`src/rtl/atp_pkg.sv`:
```
// package for the accelerometer tilt block: widths, transaction and pipeline
// structs, the arctangent step table and the fixed-point helper functions
// no dependencies
package atp_pkg;

   localparam int CORDIC_STEPS = 16;
   localparam int SAMPLE_BITS  = 16;

   localparam int NIB_W      = 4;
   localparam int RAW_W      = 16;
   localparam int GUARD_BITS = 8;
   localparam int SMP_W      = SAMPLE_BITS + GUARD_BITS;
   localparam int XY_W       = SMP_W + 3;
   localparam int EXT_W      = ((SAMPLE_BITS > RAW_W) ? SAMPLE_BITS : RAW_W) + 1;
   localparam int ANG_W      = 32;
   localparam int CDEG_W     = ANG_W + 1 - 16;
   localparam int PITCH_W    = 15;
   localparam int ROLL_W     = 16;
   localparam int TAB_LEN    = 24;
   localparam int TAB_IW     = 5;
   localparam int GAIN_FRAC  = 30;
   localparam int MAG_W      = XY_W - 1;
   localparam int PROD_W     = MAG_W + GAIN_FRAC;

   localparam logic [GAIN_FRAC-1:0] INV_GAIN = 30'd652032874;
   localparam logic [PROD_W:0] ROUND_HALF = (PROD_W + 1)'(1) << (GAIN_FRAC - 1);

   localparam logic signed [ANG_W-1:0]  ANG_90    = 32'sd589824000;
   localparam logic signed [ANG_W-1:0]  ANG_HALF  = 32'sd32768;
   localparam logic signed [CDEG_W-1:0] ROLL_LIM  = 17'sd18000;
   localparam logic signed [CDEG_W-1:0] PITCH_LIM = 17'sd9000;

   localparam logic signed [EXT_W-1:0] SMP_HI = EXT_W'((1 <<< (SAMPLE_BITS - 1)) - 1);
   localparam logic signed [EXT_W-1:0] SMP_LO = EXT_W'(-(1 <<< (SAMPLE_BITS - 1)));

   typedef struct packed {
      logic [NIB_W-1:0]        new_data;
      logic signed [RAW_W-1:0] acc_x;
      logic signed [RAW_W-1:0] acc_y;
      logic signed [RAW_W-1:0] acc_z;
   } req_type;

   typedef struct packed {
      logic signed [PITCH_W-1:0] pitch_cdeg;
      logic signed [ROLL_W-1:0]  roll_cdeg;
   } rsp_type;

   typedef logic signed [SMP_W-1:0]   smp_type;
   typedef logic signed [XY_W-1:0]    xy_type;
   typedef logic signed [ANG_W-1:0]   ang_type;
   typedef logic signed [ROLL_W-1:0]  roll_type;
   typedef logic signed [PITCH_W-1:0] pitch_type;

   typedef struct packed {
      logic      roll_force;
      roll_type  roll;
      logic      pitch_force;
      pitch_type pitch;
      smp_type   yv;
   } side_type;

   typedef struct packed {
      logic     valid;
      xy_type   x;
      xy_type   y;
      ang_type  a;
      side_type side;
   } cell_type;

   typedef struct packed {
      logic              valid;
      logic [PROD_W-1:0] prod;
      side_type          side;
   } gain_type;

   function automatic smp_type sample_in(input logic signed [RAW_W-1:0] raw);
      logic signed [EXT_W-1:0] v;
      v = EXT_W'(raw);
      if (v > SMP_HI) begin
         v = SMP_HI;
      end else if (v < SMP_LO) begin
         v = SMP_LO;
      end
      return {v[SAMPLE_BITS-1:0], GUARD_BITS'(0)};
   endfunction

   function automatic ang_type atan_step(input logic [TAB_IW-1:0] i);
      ang_type r;
      case (i)
         5'd0:  r = 32'sd294912000;
         5'd1:  r = 32'sd174096719;
         5'd2:  r = 32'sd91987925;
         5'd3:  r = 32'sd46694507;
         5'd4:  r = 32'sd23437865;
         5'd5:  r = 32'sd11730358;
         5'd6:  r = 32'sd5866610;
         5'd7:  r = 32'sd2933484;
         5'd8:  r = 32'sd1466764;
         5'd9:  r = 32'sd733385;
         5'd10: r = 32'sd366693;
         5'd11: r = 32'sd183346;
         5'd12: r = 32'sd91673;
         5'd13: r = 32'sd45837;
         5'd14: r = 32'sd22918;
         5'd15: r = 32'sd11459;
         5'd16: r = 32'sd5730;
         5'd17: r = 32'sd2865;
         5'd18: r = 32'sd1432;
         5'd19: r = 32'sd716;
         5'd20: r = 32'sd358;
         5'd21: r = 32'sd179;
         5'd22: r = 32'sd90;
         5'd23: r = 32'sd45;
         default: r = '0;
      endcase
      return r;
   endfunction

   // round half up to whole hundredths, then clamp to +-lim
   function automatic logic signed [CDEG_W-1:0] to_cdeg(input ang_type a,
                                                       input logic signed [CDEG_W-1:0] lim);
      logic signed [ANG_W:0]    s;
      logic signed [CDEG_W-1:0] c;
      s = (ANG_W + 1)'(a) + (ANG_W + 1)'(ANG_HALF);
      c = s[ANG_W:16];
      if (c > lim) begin
         c = lim;
      end else if (c < -lim) begin
         c = -lim;
      end
      return c;
   endfunction

endpackage

```
`src/rtl/atp_prerot.sv`:
```
// quadrant fold ahead of a cordic chain: left half-plane vectors turned by 90 degrees
// depends on atp_pkg
module atp_prerot (
   input  logic              clock,
   input  logic              reset,
   input  logic              adv,
   input  atp_pkg::cell_type prev,
   output atp_pkg::cell_type next
);
   import atp_pkg::*;

   cell_type next_ff;
   cell_type next_in;

   always_comb begin
      next_in = prev;
      if (prev.x < 0) begin
         if (prev.y > 0) begin
            next_in.x = prev.y;
            next_in.y = -prev.x;
            next_in.a = prev.a + ANG_90;
         end else begin
            next_in.x = -prev.y;
            next_in.y = prev.x;
            next_in.a = prev.a - ANG_90;
         end
      end
   end

   always_ff @(posedge clock) begin
      if (reset) begin
         next_ff.valid <= 1'b0;
      end else if (adv) begin
         next_ff <= next_in;
      end
   end

   assign next = next_ff;

endmodule

```
`config.mk`:
```
export PLATFORM = sky130hd
export DESIGN_NAME = atp_prerot
export DESIGN_NICKNAME = d
export VERILOG_FILES = /design/src/rtl/atp_pkg.sv /design/src/rtl/atp_prerot.sv
export SDC_FILE = /design/constraint.sdc
export NUM_CORES = 1
export LEC_CHECK = 0
export BUFFER_PORTS_ARGS = -buffer_cell sky130_fd_sc_hd__buf_2
export CAP_MARGIN = 10
export CORE_MARGIN = 2
export CORE_UTILIZATION = 45
export DETAILED_ROUTE_END_ITERATION = 8
export PLACE_DENSITY = 0.76
export REMOVE_ABC_BUFFERS = 1
export SYNTH_ARGS = -nofsm -noshare
export SYNTH_HDL_FRONTEND = slang
export SYNTH_SLANG_ARGS = --single-unit
```
`constraint.sdc`:
```
create_clock -name clock -period 9.6 [get_ports clock]
set_input_delay 1.44 -clock clock [delete_from_list [all_inputs] [get_ports clock]]
set_output_delay 1.44 -clock clock [all_outputs]
set_load 0.01 [all_outputs]
```
* Word-level counts from Yosys, hierarchy flattened
Index checks and enable logic that the tools add are counted.
** Word-level totals
- Register bits after elaboration :: 144
- Input port bits :: 147
- Output and inout port bits :: 144
- Word-level logic and storage cells :: 19
** Operators by class
- Add/subtract/negate cells :: 4
- Magnitude comparators :: 2
- Mux-type cells :: 2
- Bitwise logic cells :: 1
- Reductions and logical operators :: 1
** Operator list (count)
- $mux 86 :: 2
- $neg 27->27 :: 2
- $add 32x31->32 const B :: 1
- $sub 32x31->32 const B :: 1
- $gt 27x1->1 const B :: 1
- $lt 27x1->1 const B :: 1
- $reduce_and 2->1 :: 1
- $not 1->1 :: 1

* Depth between registers and ports, before layout
- Word-level depth :: 3
- Gate-level depth with buffers :: 13
- Depth with buffers taken out :: 13

* Worst setup path before layout
OpenSTA, ideal clock, no wires.
- Path kind :: input port to flip-flop
- Start :: input reset
- End :: register next_ff (netlist bit next[0]) (enable)
- Library setup time :: 0.667 ns
- Arrival time :: 7.782 ns
- Data required time :: 8.933 ns
- Path slack :: 1.152 ns
- Stages :: 1
- Buffers on the path :: 0
- Path through :: nor2b_1
** On the way
- Cells in the longest elaborated chain, start to end :: 2
** Ends and longest elaborated chain
- from (decl) :: RTL line atp_prerot.sv:5 : input logic reset,
- $not 1->1 (no source line)
- $reduce_and 2->1 (no source line)
- to (signal assigned) :: RTL line atp_prerot.sv:34 : next_ff <= next_in;
- to (decl) :: RTL line atp_prerot.sv:12 : cell_type next_ff;
Every way passes these cells.
A chain may end at the register's enable or synchronous reset.

==> results_dict.tcl <==
set metrics [dict create \
    slew_violations 0 \
    drive_gt1_frac 0.405 \
    netlist_instances 539 \
    tns_ns 0 \
    hpwl_um 14200 \
    path_cells "buf_2, or3_1, or4_4, nor4_4, or2_2, inv_2, ha_1, a21o_1, a31o_2, or2_2, a311oi_1, mux2i_1, xnor2_1" \
    fin_skew_ns 0 \
    ant_nets 0 \
    synth_cell_types 51 \
    yosys.area.top_type "edfxtp_1" \
    drc_errors 0 \
    critPathBufInv 2 \
    synthArstFlopShare 0 \
    totalWireLength_um 19100 \
    clock_latency_ns 0.42 \
    area_delta_synth_final_pct 33.2 \
    drt_iter0_drc 299 \
    min_path_cells 2 \
    hold_violations 0 \
    max-cap-violations 0 \
    vias_per_cell 5.31 \
    largest_reg_flops 144 \
    met3_usage 0.0553 \
    fmax_mhz 206 \
    postCtsResizedCells 0 \
    worst-endpoint-arrival_ns 5.02 \
    die_w_um 126 \
    worstSetupPathType "in -> reg" \
    r2r-start "next[143]$_SDFFE_PP0P_" \
    synth_area_leaders "edfxtp_1 64%, a21oi_1 4.2%, xnor2_1 4.2%, nor2_1 3.8%, xor2_1 3.3%" \
    critPathLaunch "prev[101]" \
    synth-edff-count 143 \
    p_total_mw 1.64 \
    track_usage 0.234 \
    post_drt_wl_per_cell_um 18.5 \
    cts_tree "built" \
    regToRegSetupSlack_ns 8.99 \
    worstHoldStart "next[143]$_SDFFE_PP0P_" \
    crit_required_ns 9.77 \
    p_leak_nw 3.66 \
    top_usage_layer "met2" \
    rows 44 \
    cts-buffers-inserted 17 \
    multi_input_area_um2 2290 \
    setup_violations 0 \
    start_util 0.461 \
    portBuffers 290 \
    ys_seq_area_frac 0.641 \
    ff2ff_path_depth 2 \
    cp-end-kind "register" \
    reg2reg_to "next[143]$_SDFFE_PP0P_" \
    grt_first_pass_wirelength_um 28200 \
    core_area_um2 14600 \
    clk_pin_slew_worst_paths_ns 0.07 \
    cp_slowest_cell "or4_4" \
    avgSynthCellArea_um2 12.5 \
    postCtsSetupRepairBufs 0 \
    synth_ff_type "edfxtp_1" \
    synth_seq_cells 144 \
    rsz0062_at_grt "false" \
    fin_crit_sh 0.505 \
    grt_use_met1 0.278 \
    htree_levels 4 \
    synth.top_cell.area_share 0.638 \
    num_vias 5481 \
    start_kind "primary input" \
    cts_root_buf "clkbuf_16" \
    yosysMostFrequentCell "edfxtp_1" \
    dr.pass1.iters 4 \
    cts_sinks 144 \
    synth_warnings 0 \
    ioPinCount 291 \
    power_density_nw_per_um2 183 \
    crit_family "simple AND/OR/NAND/NOR gates" \
    grtUsageMet2 0.402 \
    grt_max_degree 74 \
    worst-path-max-fanout 9 \
    num-fill-cells 1175 \
    die_h_um 126 \
    die_area_um2 16000 \
    crit_top_cell "or2_2" \
    gp_congestion 0.897 \
    grt-ovfl-total 0 \
    hp-class "reg -> reg" \
    synth_common_cells "143 x edfxtp_1, 69 x nor2_1, 56 x a21oi_1, 32 x xnor2_1, 26 x nor3_1" \
    regArea_um2 4310 \
    synthesis.area_um2 6730 \
    antenna_found_initial 7 \
    fin_nets 990 \
    peakVddDrop_v 0.000114 \
    hold_buffers 0 \
    run_status "complete, no violations" \
    hold_end "next[143]$_SDFFE_PP0P_" \
    grt_pass1_vias 5078 \
    final_area_um2 8960 \
    max_stage_delay_ns 0.49 \
    slew_headroom 0.378 \
    clk_path_buf_depth 2 \
    fin_crit_ns 4.85 \
    dpl_cell_area_um2 8370 \
    worst_pin_slew_ns 0.933 \
]
-- through the flow --
| stage | hold slack, ns | cells | utilization | setup WS [ns] |
|---|---|---|---|---|
| after floorplan | 0.528 | 515 | - | 1.15 |
| after global placement | 0.481 | 994 | 0.574 | 4.37 |
| after detailed placement | 0.510 | 994 | 0.574 | 4.33 |
| after CTS | 0.527 | 1026 | 0.613 | 4.77 |
| after global routing | 0.582 | 1033 | 0.614 | 4.58 |
| final | 0.524 | 1033 | 0.614 | 4.75 |
-- placed cells by master (no fill, tap or decap), types with 7 or more instances in the layout --
cell type / synthesis / final
xor2_1: 25 / 25
ha_1: 13 / 13
or3_1: 8 / 8
nor4_1: 13 / 13
nand2_1: 17 / 17
nor2_1: 69 / 69
xnor2_1: 32 / 32
edfxtp_1: 143 / 143
clkbuf_16: 0 / 17
o21ai_0: 18 / 18
nor3_1: 26 / 26
buf_2: 2 / 289
inv_1: 11 / 11
a21oi_1: 56 / 56
diode_2: 0 / 7
-- worst max path at each step --
stage	depth (start not counted)	to	slack (ns)
floorplan	1	next[0]$_DFFE_PP_	1.15
global placement	13	next[88]$_DFFE_PP_	4.37
CTS	13	next[88]$_DFFE_PP_	4.77
global route	13	next[88]$_DFFE_PP_	4.58
finish	13	next[88]$_DFFE_PP_	4.75
detailed placement	13	next[88]$_DFFE_PP_	4.33
-- worst register-to-register path, cell delays in order, from the launching register on --
cell     delay (ns)
dfxtp_1        0.32
mux2i_1        0.14
nor2_1         0.05
-- routing by layer --
metal,part of all wire,routed length [um]
met4,0.037,699
met2,0.51,9780
met5,0.00068,13
met1,0.38,7360
met3,0.066,1270
-- power breakdown --
group	leakage [nW]	switching, mW	internal, mW	total, mW
Sequential	1.36	0.0116	0.748	0.759
Combinational	2.03	0.132	0.0975	0.230
Clock	0.272	0.282	0.367	0.649
Total	3.66	0.426	1.21	1.64
-- cell type report --
cell class                 count  area share
clock buffer                  18      0.0479
multi-input combinational    359       0.255
antenna                        7     0.00195
clock inverter                14      0.0166
inverter                      12     0.00502
sequential                   144       0.481
tap                          184      0.0257
timing repair buffer         295       0.166
-- cells by family (layout without fill, tap and decap cells) --
family,after synthesis,count (layout),synth area share
and+or+nand+nor,166,166,0.125
DFF,144,144,0.641
AOI/OAI and AO/OA,112,112,0.0972
xor gates and xnor gates,57,57,0.0741
buffers and inverters,36,339,0.0204
adders and majority gates,14,14,0.0271
muxes,10,10,0.0158
other,0,7,0
Note: power is estimated with default switching activity, not from simulation.
