`src/rtl/atp_pkg.sv`:
```
// package for the accelerometer tilt block: widths, transaction and pipeline
// structs, the arctangent step table and the fixed-point helper functions
// no dependencies
package atp_pkg;

   localparam int CORDIC_STEPS = 16;
   localparam int SAMPLE_BITS  = 16;

   localparam int NIB_W      = 4;
   localparam int RAW_W      = 16;
   localparam int GUARD_BITS = 8;
   localparam int SMP_W      = SAMPLE_BITS + GUARD_BITS;
   localparam int XY_W       = SMP_W + 3;
   localparam int EXT_W      = ((SAMPLE_BITS > RAW_W) ? SAMPLE_BITS : RAW_W) + 1;
   localparam int ANG_W      = 32;
   localparam int CDEG_W     = ANG_W + 1 - 16;
   localparam int PITCH_W    = 15;
   localparam int ROLL_W     = 16;
   localparam int TAB_LEN    = 24;
   localparam int TAB_IW     = 5;
   localparam int GAIN_FRAC  = 30;
   localparam int MAG_W      = XY_W - 1;
   localparam int PROD_W     = MAG_W + GAIN_FRAC;

   localparam logic [GAIN_FRAC-1:0] INV_GAIN = 30'd652032874;
   localparam logic [PROD_W:0] ROUND_HALF = (PROD_W + 1)'(1) << (GAIN_FRAC - 1);

   localparam logic signed [ANG_W-1:0]  ANG_90    = 32'sd589824000;
   localparam logic signed [ANG_W-1:0]  ANG_HALF  = 32'sd32768;
   localparam logic signed [CDEG_W-1:0] ROLL_LIM  = 17'sd18000;
   localparam logic signed [CDEG_W-1:0] PITCH_LIM = 17'sd9000;

   localparam logic signed [EXT_W-1:0] SMP_HI = EXT_W'((1 <<< (SAMPLE_BITS - 1)) - 1);
   localparam logic signed [EXT_W-1:0] SMP_LO = EXT_W'(-(1 <<< (SAMPLE_BITS - 1)));

   typedef struct packed {
      logic [NIB_W-1:0]        new_data;
      logic signed [RAW_W-1:0] acc_x;
      logic signed [RAW_W-1:0] acc_y;
      logic signed [RAW_W-1:0] acc_z;
   } req_type;

   typedef struct packed {
      logic signed [PITCH_W-1:0] pitch_cdeg;
      logic signed [ROLL_W-1:0]  roll_cdeg;
   } rsp_type;

   typedef logic signed [SMP_W-1:0]   smp_type;
   typedef logic signed [XY_W-1:0]    xy_type;
   typedef logic signed [ANG_W-1:0]   ang_type;
   typedef logic signed [ROLL_W-1:0]  roll_type;
   typedef logic signed [PITCH_W-1:0] pitch_type;

   typedef struct packed {
      logic      roll_force;
      roll_type  roll;
      logic      pitch_force;
      pitch_type pitch;
      smp_type   yv;
   } side_type;

   typedef struct packed {
      logic     valid;
      xy_type   x;
      xy_type   y;
      ang_type  a;
      side_type side;
   } cell_type;

   typedef struct packed {
      logic              valid;
      logic [PROD_W-1:0] prod;
      side_type          side;
   } gain_type;

   function automatic smp_type sample_in(input logic signed [RAW_W-1:0] raw);
      logic signed [EXT_W-1:0] v;
      v = EXT_W'(raw);
      if (v > SMP_HI) begin
         v = SMP_HI;
      end else if (v < SMP_LO) begin
         v = SMP_LO;
      end
      return {v[SAMPLE_BITS-1:0], GUARD_BITS'(0)};
   endfunction

   function automatic ang_type atan_step(input logic [TAB_IW-1:0] i);
      ang_type r;
      case (i)
         5'd0:  r = 32'sd294912000;
         5'd1:  r = 32'sd174096719;
         5'd2:  r = 32'sd91987925;
         5'd3:  r = 32'sd46694507;
         5'd4:  r = 32'sd23437865;
         5'd5:  r = 32'sd11730358;
         5'd6:  r = 32'sd5866610;
         5'd7:  r = 32'sd2933484;
         5'd8:  r = 32'sd1466764;
         5'd9:  r = 32'sd733385;
         5'd10: r = 32'sd366693;
         5'd11: r = 32'sd183346;
         5'd12: r = 32'sd91673;
         5'd13: r = 32'sd45837;
         5'd14: r = 32'sd22918;
         5'd15: r = 32'sd11459;
         5'd16: r = 32'sd5730;
         5'd17: r = 32'sd2865;
         5'd18: r = 32'sd1432;
         5'd19: r = 32'sd716;
         5'd20: r = 32'sd358;
         5'd21: r = 32'sd179;
         5'd22: r = 32'sd90;
         5'd23: r = 32'sd45;
         default: r = '0;
      endcase
      return r;
   endfunction

   // round half up to whole hundredths, then clamp to +-lim
   function automatic logic signed [CDEG_W-1:0] to_cdeg(input ang_type a,
                                                       input logic signed [CDEG_W-1:0] lim);
      logic signed [ANG_W:0]    s;
      logic signed [CDEG_W-1:0] c;
      s = (ANG_W + 1)'(a) + (ANG_W + 1)'(ANG_HALF);
      c = s[ANG_W:16];
      if (c > lim) begin
         c = lim;
      end else if (c < -lim) begin
         c = -lim;
      end
      return c;
   endfunction

endpackage

```
`src/rtl/atp_cordic_cell.sv`:
```
// one cordic vectoring iteration, registered; step selects shift and table angle
// depends on atp_pkg
module atp_cordic_cell (
   input  logic                       clock,
   input  logic                       reset,
   input  logic                       adv,
   input  logic [atp_pkg::TAB_IW-1:0] step,
   input  atp_pkg::cell_type          prev,
   output atp_pkg::cell_type          next
);
   import atp_pkg::*;

   cell_type next_ff;
   cell_type next_in;
   xy_type   dx;
   xy_type   dy;
   ang_type  da;

   always_comb begin
      dx = prev.x >>> step;
      dy = prev.y >>> step;
      da = atan_step(step);
      next_in = prev;
      if (prev.y >= 0) begin
         next_in.x = prev.x + dy;
         next_in.y = prev.y - dx;
         next_in.a = prev.a + da;
      end else begin
         next_in.x = prev.x - dy;
         next_in.y = prev.y + dx;
         next_in.a = prev.a - da;
      end
   end

   always_ff @(posedge clock) begin
      if (reset) begin
         next_ff.valid <= 1'b0;
      end else if (adv) begin
         next_ff <= next_in;
      end
   end

   assign next = next_ff;

endmodule

```
`config.mk`:
```
export PLATFORM = sky130hd
export DESIGN_NAME = atp_cordic_cell
export DESIGN_NICKNAME = d
export VERILOG_FILES = /design/src/rtl/atp_pkg.sv /design/src/rtl/atp_cordic_cell.sv
export SDC_FILE = /design/constraint.sdc
export NUM_CORES = 1
export LEC_CHECK = 0
export ABC_AREA = 1
export BUFFER_PORTS_ARGS = -buffer_cell sky130_fd_sc_hd__clkbuf_2
export CORE_MARGIN = 8
export CORE_UTILIZATION = 39
export DETAILED_ROUTE_END_ITERATION = 8
export PLACE_DENSITY = 0.6
export RECOVER_POWER = 50
export SYNTH_ARGS = -nofsm -noshare
export SYNTH_HDL_FRONTEND = slang
export SYNTH_SLANG_ARGS = --single-unit
export TNS_END_PERCENT = 30
```
`constraint.sdc`:
```
create_clock -name clock -period 14.3 [get_ports clock]
set_input_delay 4.29 -clock clock [delete_from_list [all_inputs] [get_ports clock]]
set_output_delay 4.29 -clock clock [all_outputs]
set_load 0.03 [all_outputs]
```
Word-level counts from Yosys, hierarchy flattened
Memory sizes are Yosys's and may differ from the RTL's.
Cells that the tools add are included.
Operators by class
  reduce and logical (&&, ||, !) cells: 1
  bitwise operators: 1
  mux-type cells: 1
  add/subtract/negate cells: 6
  magnitude comparators: 1
  shifts and indexed selects: 2
Operators by type and width (count)
  2-to-1 mux 86 bit: 1
  adder 27 bit: 2
  >>> shifter 27 x 5 -> 27 bit: 2
  subtractor 27 bit: 2
  adder 32 bit: 1
  subtractor 32 bit: 1
  >= comparator 27 x 1 -> 1 bit, second input constant: 1
  AND reduction 2 bit: 1
  inverter 1 bit: 1
Storage, ports and cells
  input bits: 152
  register bits: 144
  memories kept: 1
  output and inout port bits: 144
  word-level logic and storage cells: 22
  bits in read-only memories: 928
Memory list
  (no name shown): words 32, width 29, rd ports 1, clocked after memory_dff 0, write ports 0, line atp_pkg.sv:89  | case (i)

Logic depth before layout (Yosys ltp)
  depth after elaboration: 3
  gate-level depth with buffers: 32
  mapped depth without buffers: 30

Worst setup path after synthesis
No wires, ideal clock.
  kind: input-to-reg
  start: input port adv
  end: register next_ff, in the netlist next[0] (enable)
  slack: 3306 ps
  path buffers: 0
  required time: 13648 ps
  stages: 2
  arrival: 10342 ps
  setup time: 652 ps
  path through: inv_1 -> nor2_1
Between the ends
  cells in the longest elaborated chain, start to end: 1
RTL lines
  start, declared: line atp_cordic_cell.sv:6  | input logic adv,
  AND reduction 2 bit (no source line)
  end signal, assigned: line atp_cordic_cell.sv:39  | next_ff <= next_in;
  end, declared: line atp_cordic_cell.sv:13  | cell_type next_ff;
Every way passes these cells.
A chain may end at the register's enable or synchronous reset.

==> impl_metrics.ini <==
[timing]
skew_ps = 0
period_minus_slack_ps = 9330
timing.fmax_ghz = 0.107
hold_violations = 0
slew_headroom = -0.831
tightest_slew_ps = 2740
grt_setup_unrepaired = no
min_period_over_period = 0.653
tns_ps = 0
setup_violations = 0
finalMaxSlewViolations = 36

[setup_path]
worstPathRequired_ps = 14510
cp_num_buf_inv = 6
worst-path-max-fanout = 52
critPathCaptureType = flop
cp-start-kind = input port
path_class = in2reg
slowest_stage = inv_2
critPathMaxStageDelay_ps = 510
cpLargestDelayFamily = simple AND/OR/NAND/NOR gates
path_common_cell = nand2_1
cp.arrival_ps = 9540

[cts]
cts_root_buf = clkbuf_16
cts_buffers = 17
post_cts_resize_count = 0
post-cts-setup-buffers = 0
htreeDepth = 4
clock_sinks = 144
cts_tree = yes
path_clk_slew_ps = 70
hold_buffers = 0
clock_latency_ps = 440
clock_path_buffers = 2

[run]
drv_cap = 1

[floorplanning]
die_h_um = 206
die_width_um = 206
dieArea_um2 = 42600
core_region_area_um2 = 35700
io_pins = 296
initial_utilization = 0.397
rows = 69

[power_and_ir_drop]
power_switching_share = 0.424
clkPwrFrac = 0.255
p_leak_nw = 7.65
p_comb_frac = 0.436
powerDensity_nw_per_um2 = 111
p_total_mw = 1.82
ir_worst_vdd_v = 0.0000824
internal_power_mw = 1.05
seqPwrFrac = 0.310
switchingPower_mw = 0.770

[drt]
route.detailed.drc = 0
vias_per_cell = 5.33
drtIter0Drc = 1213
route.vias.total = 14700
ant_nets = 0
post_drt_wl_per_cell_um = 17.8
drt_pass1_iterations = 6
routed_wl_um = 49100

[logic_synthesis]
netlist_area_um2 = 14200
syn-num-nets = 2282
synthCells = 2022
synth-seq-cells = 144
synth_cell_type_count = 51
syn_area_per_cell_um2 = 7.00
ys_seq_area_frac = 0.305
yosysWarnings = 0

[grt]
antenna_found_initial = 1
grt_start_max_net_pins = 73
gr-total-overflow = 0
grt_usage = 0.222
grt_pass1_vias = 13800
grt_pass1_wl_um = 74300

[finish]
synthToLayoutAreaGrowth_pct = 15.5
largest_register_ffs = 144
drive_gt1_frac = 0.109
n_fill_cell = 3750
nets = 2538

[place]
io_buffers = 295
gp_congestion = 0.895
hpwl_um = 39500

[run_status]
violations = max-capacitance violations, max-slew violations
status = complete, but fails checks

[worst_hold_path]
hold_class = reg2reg
## cell usage after synthesis (all sizes together)
cell type    n  area (um^2)
o31ai        6         45.0
a21boi       8         60.1
nor4         5         31.3
a221oi       2         23.8
nand2      635         2410
clkinv       2         7.51
xnor2       49          429
nand3b       9         67.6
nand3      236         1190
a21oi      129          646
inv        163          617
o21ai      107          547
buf         49          298
nor2       184          733
a31oi        6         37.5
nor2b        1         6.26
o22ai        7         43.8
a2111oi      1         8.76
dfxtp        1         20.0
a41oi        1         8.76
edfxtp     143         4290
o21bai      11         82.6
xor2        76          666
a22oi        1         12.5
o221ai       3         26.3
o21a         8         60.1
ha         105         1310
fa           3         60.1
or2          3         18.8
nand4       17          119
and3         1         6.26
o211ai      12         90.1
nor3        17         85.1
a21o         4         30.0
clkbuf      17         63.8
## power groups by stage
stage | clock network (mW) | registers (mW) | logic [mW]
6_report | 0.463 | 0.563 | 0.792
5_1_grt | 0.488 | 0.568 | 0.874
4_1_cts | 0.477 | 0.564 | 0.801
3_5_place_dp | 0 | 0.573 | 0.796
3_3_place_gp | 0 | 0.571 | 0.796
2_1_floorplan | 0 | 0.680 | 0.478
## worst paths after layout
path	from	end	slack, ps	cells after the start
worst max-delay path	step[1]	next[88]$_DFFE_PP_	4970	31
worst min-delay path	next[143]$_SDFFE_PP0P_	next[143]$_SDFFE_PP0P_	460	2
worst max register to register	next[143]$_SDFFE_PP0P_	next[143]$_SDFFE_PP0P_	13750	2
worst min register to register	next[143]$_SDFFE_PP0P_	next[143]$_SDFFE_PP0P_	460	2
## layout by cell type (no fill, tap or decap), types with 3 or more instances in the layout
cell type  synthesis  final
a21oi_1          129    129
fa_1               3      3
clkbuf_2           0    171
inv_2             10     10
a21o_1             4      4
a21boi_0           6      6
o31ai_1            6      6
nor2_1           175    175
o21ai_2            3      3
nand2_1          627    627
o211ai_1          12     12
xor2_1            76     76
nor3_1            17     17
inv_8              0      6
o21bai_1          11     11
nor2_4             4      4
o221ai_1           3      3
o21ai_1           20     20
nor2_2             5      5
clkbuf_1          17    124
o22ai_1            7      7
inv_6              0      5
nor4_1             5      5
nand4_1           15     15
nand3_1          235    235
nand3b_1           9      9
xnor2_1           49     49
o21a_1             8      8
ha_1             105    105
buf_4             12      8
edfxtp_1         143    143
a31oi_1            6      6
inv_1            151    151
o21ai_0           84     84
nand2_2            7      7
clkbuf_16          0     17
## tightest hold or removal path, stage by stage, from the launching register on
cell and delay (ps):
dfxtp_1 310, nand2_1 60, a21oi_1 50
## per-layer routing
| metal | global-route usage | share of wire |
|---|---|---|
| met1 | 0.273 | 0.42 |
| met2 | 0.400 | 0.49 |
| met3 | 0.0303 | 0.063 |
| met4 | 0.0645 | 0.019 |
| met5 | 0 | 0 |
## cells by family (layout without fill, tap and decap cells)
kind of cell | count (synthesis) | in the layout | share of synthesized area
AND/OR/NAND/NOR | 1108 | 1108 | 0.329
AO/OA/AOI/OAI | 306 | 306 | 0.122
buffers and inverters | 231 | 500 | 0.0697
flip-flops | 144 | 144 | 0.305
XOR/XNOR | 125 | 125 | 0.0774
adder cells (fa/ha/maj) | 108 | 108 | 0.0971
other | 0 | 1 | 0
## through the flow
stage / hold WS, ps / instances / utilization / cell area [um^2] / setup WS [ps]
3_3_place_gp: 446 / 2720 / 0.446 / 15900 / 4640
6_report: 462 / 2753 / 0.458 / 16300 / 4970
4_1_cts: 471 / 2752 / 0.463 / 16500 / 4980
2_1_floorplan: 579 / 2022 / - / 14200 / 3310
3_5_place_dp: 459 / 2720 / 0.446 / 15900 / 4520
5_1_grt: 486 / 2753 / 0.458 / 16300 / 4370
## final cells by class
cell class / count / area (um^2) / share of cell area
flip-flops and latches: 144 / 4310 / 0.264
clock buffers: 17 / 425 / 0.0260
diodes: 1 / 2.50 / 0.000153
repair buffers: 303 / 1380 / 0.0845
well taps: 461 / 577 / 0.0353
multi-input cells: 1647 / 8850 / 0.542
clock inverters: 15 / 163 / 0.00995
inverters: 165 / 624 / 0.0382
Note: power is estimated with default switching activity, not from simulation.
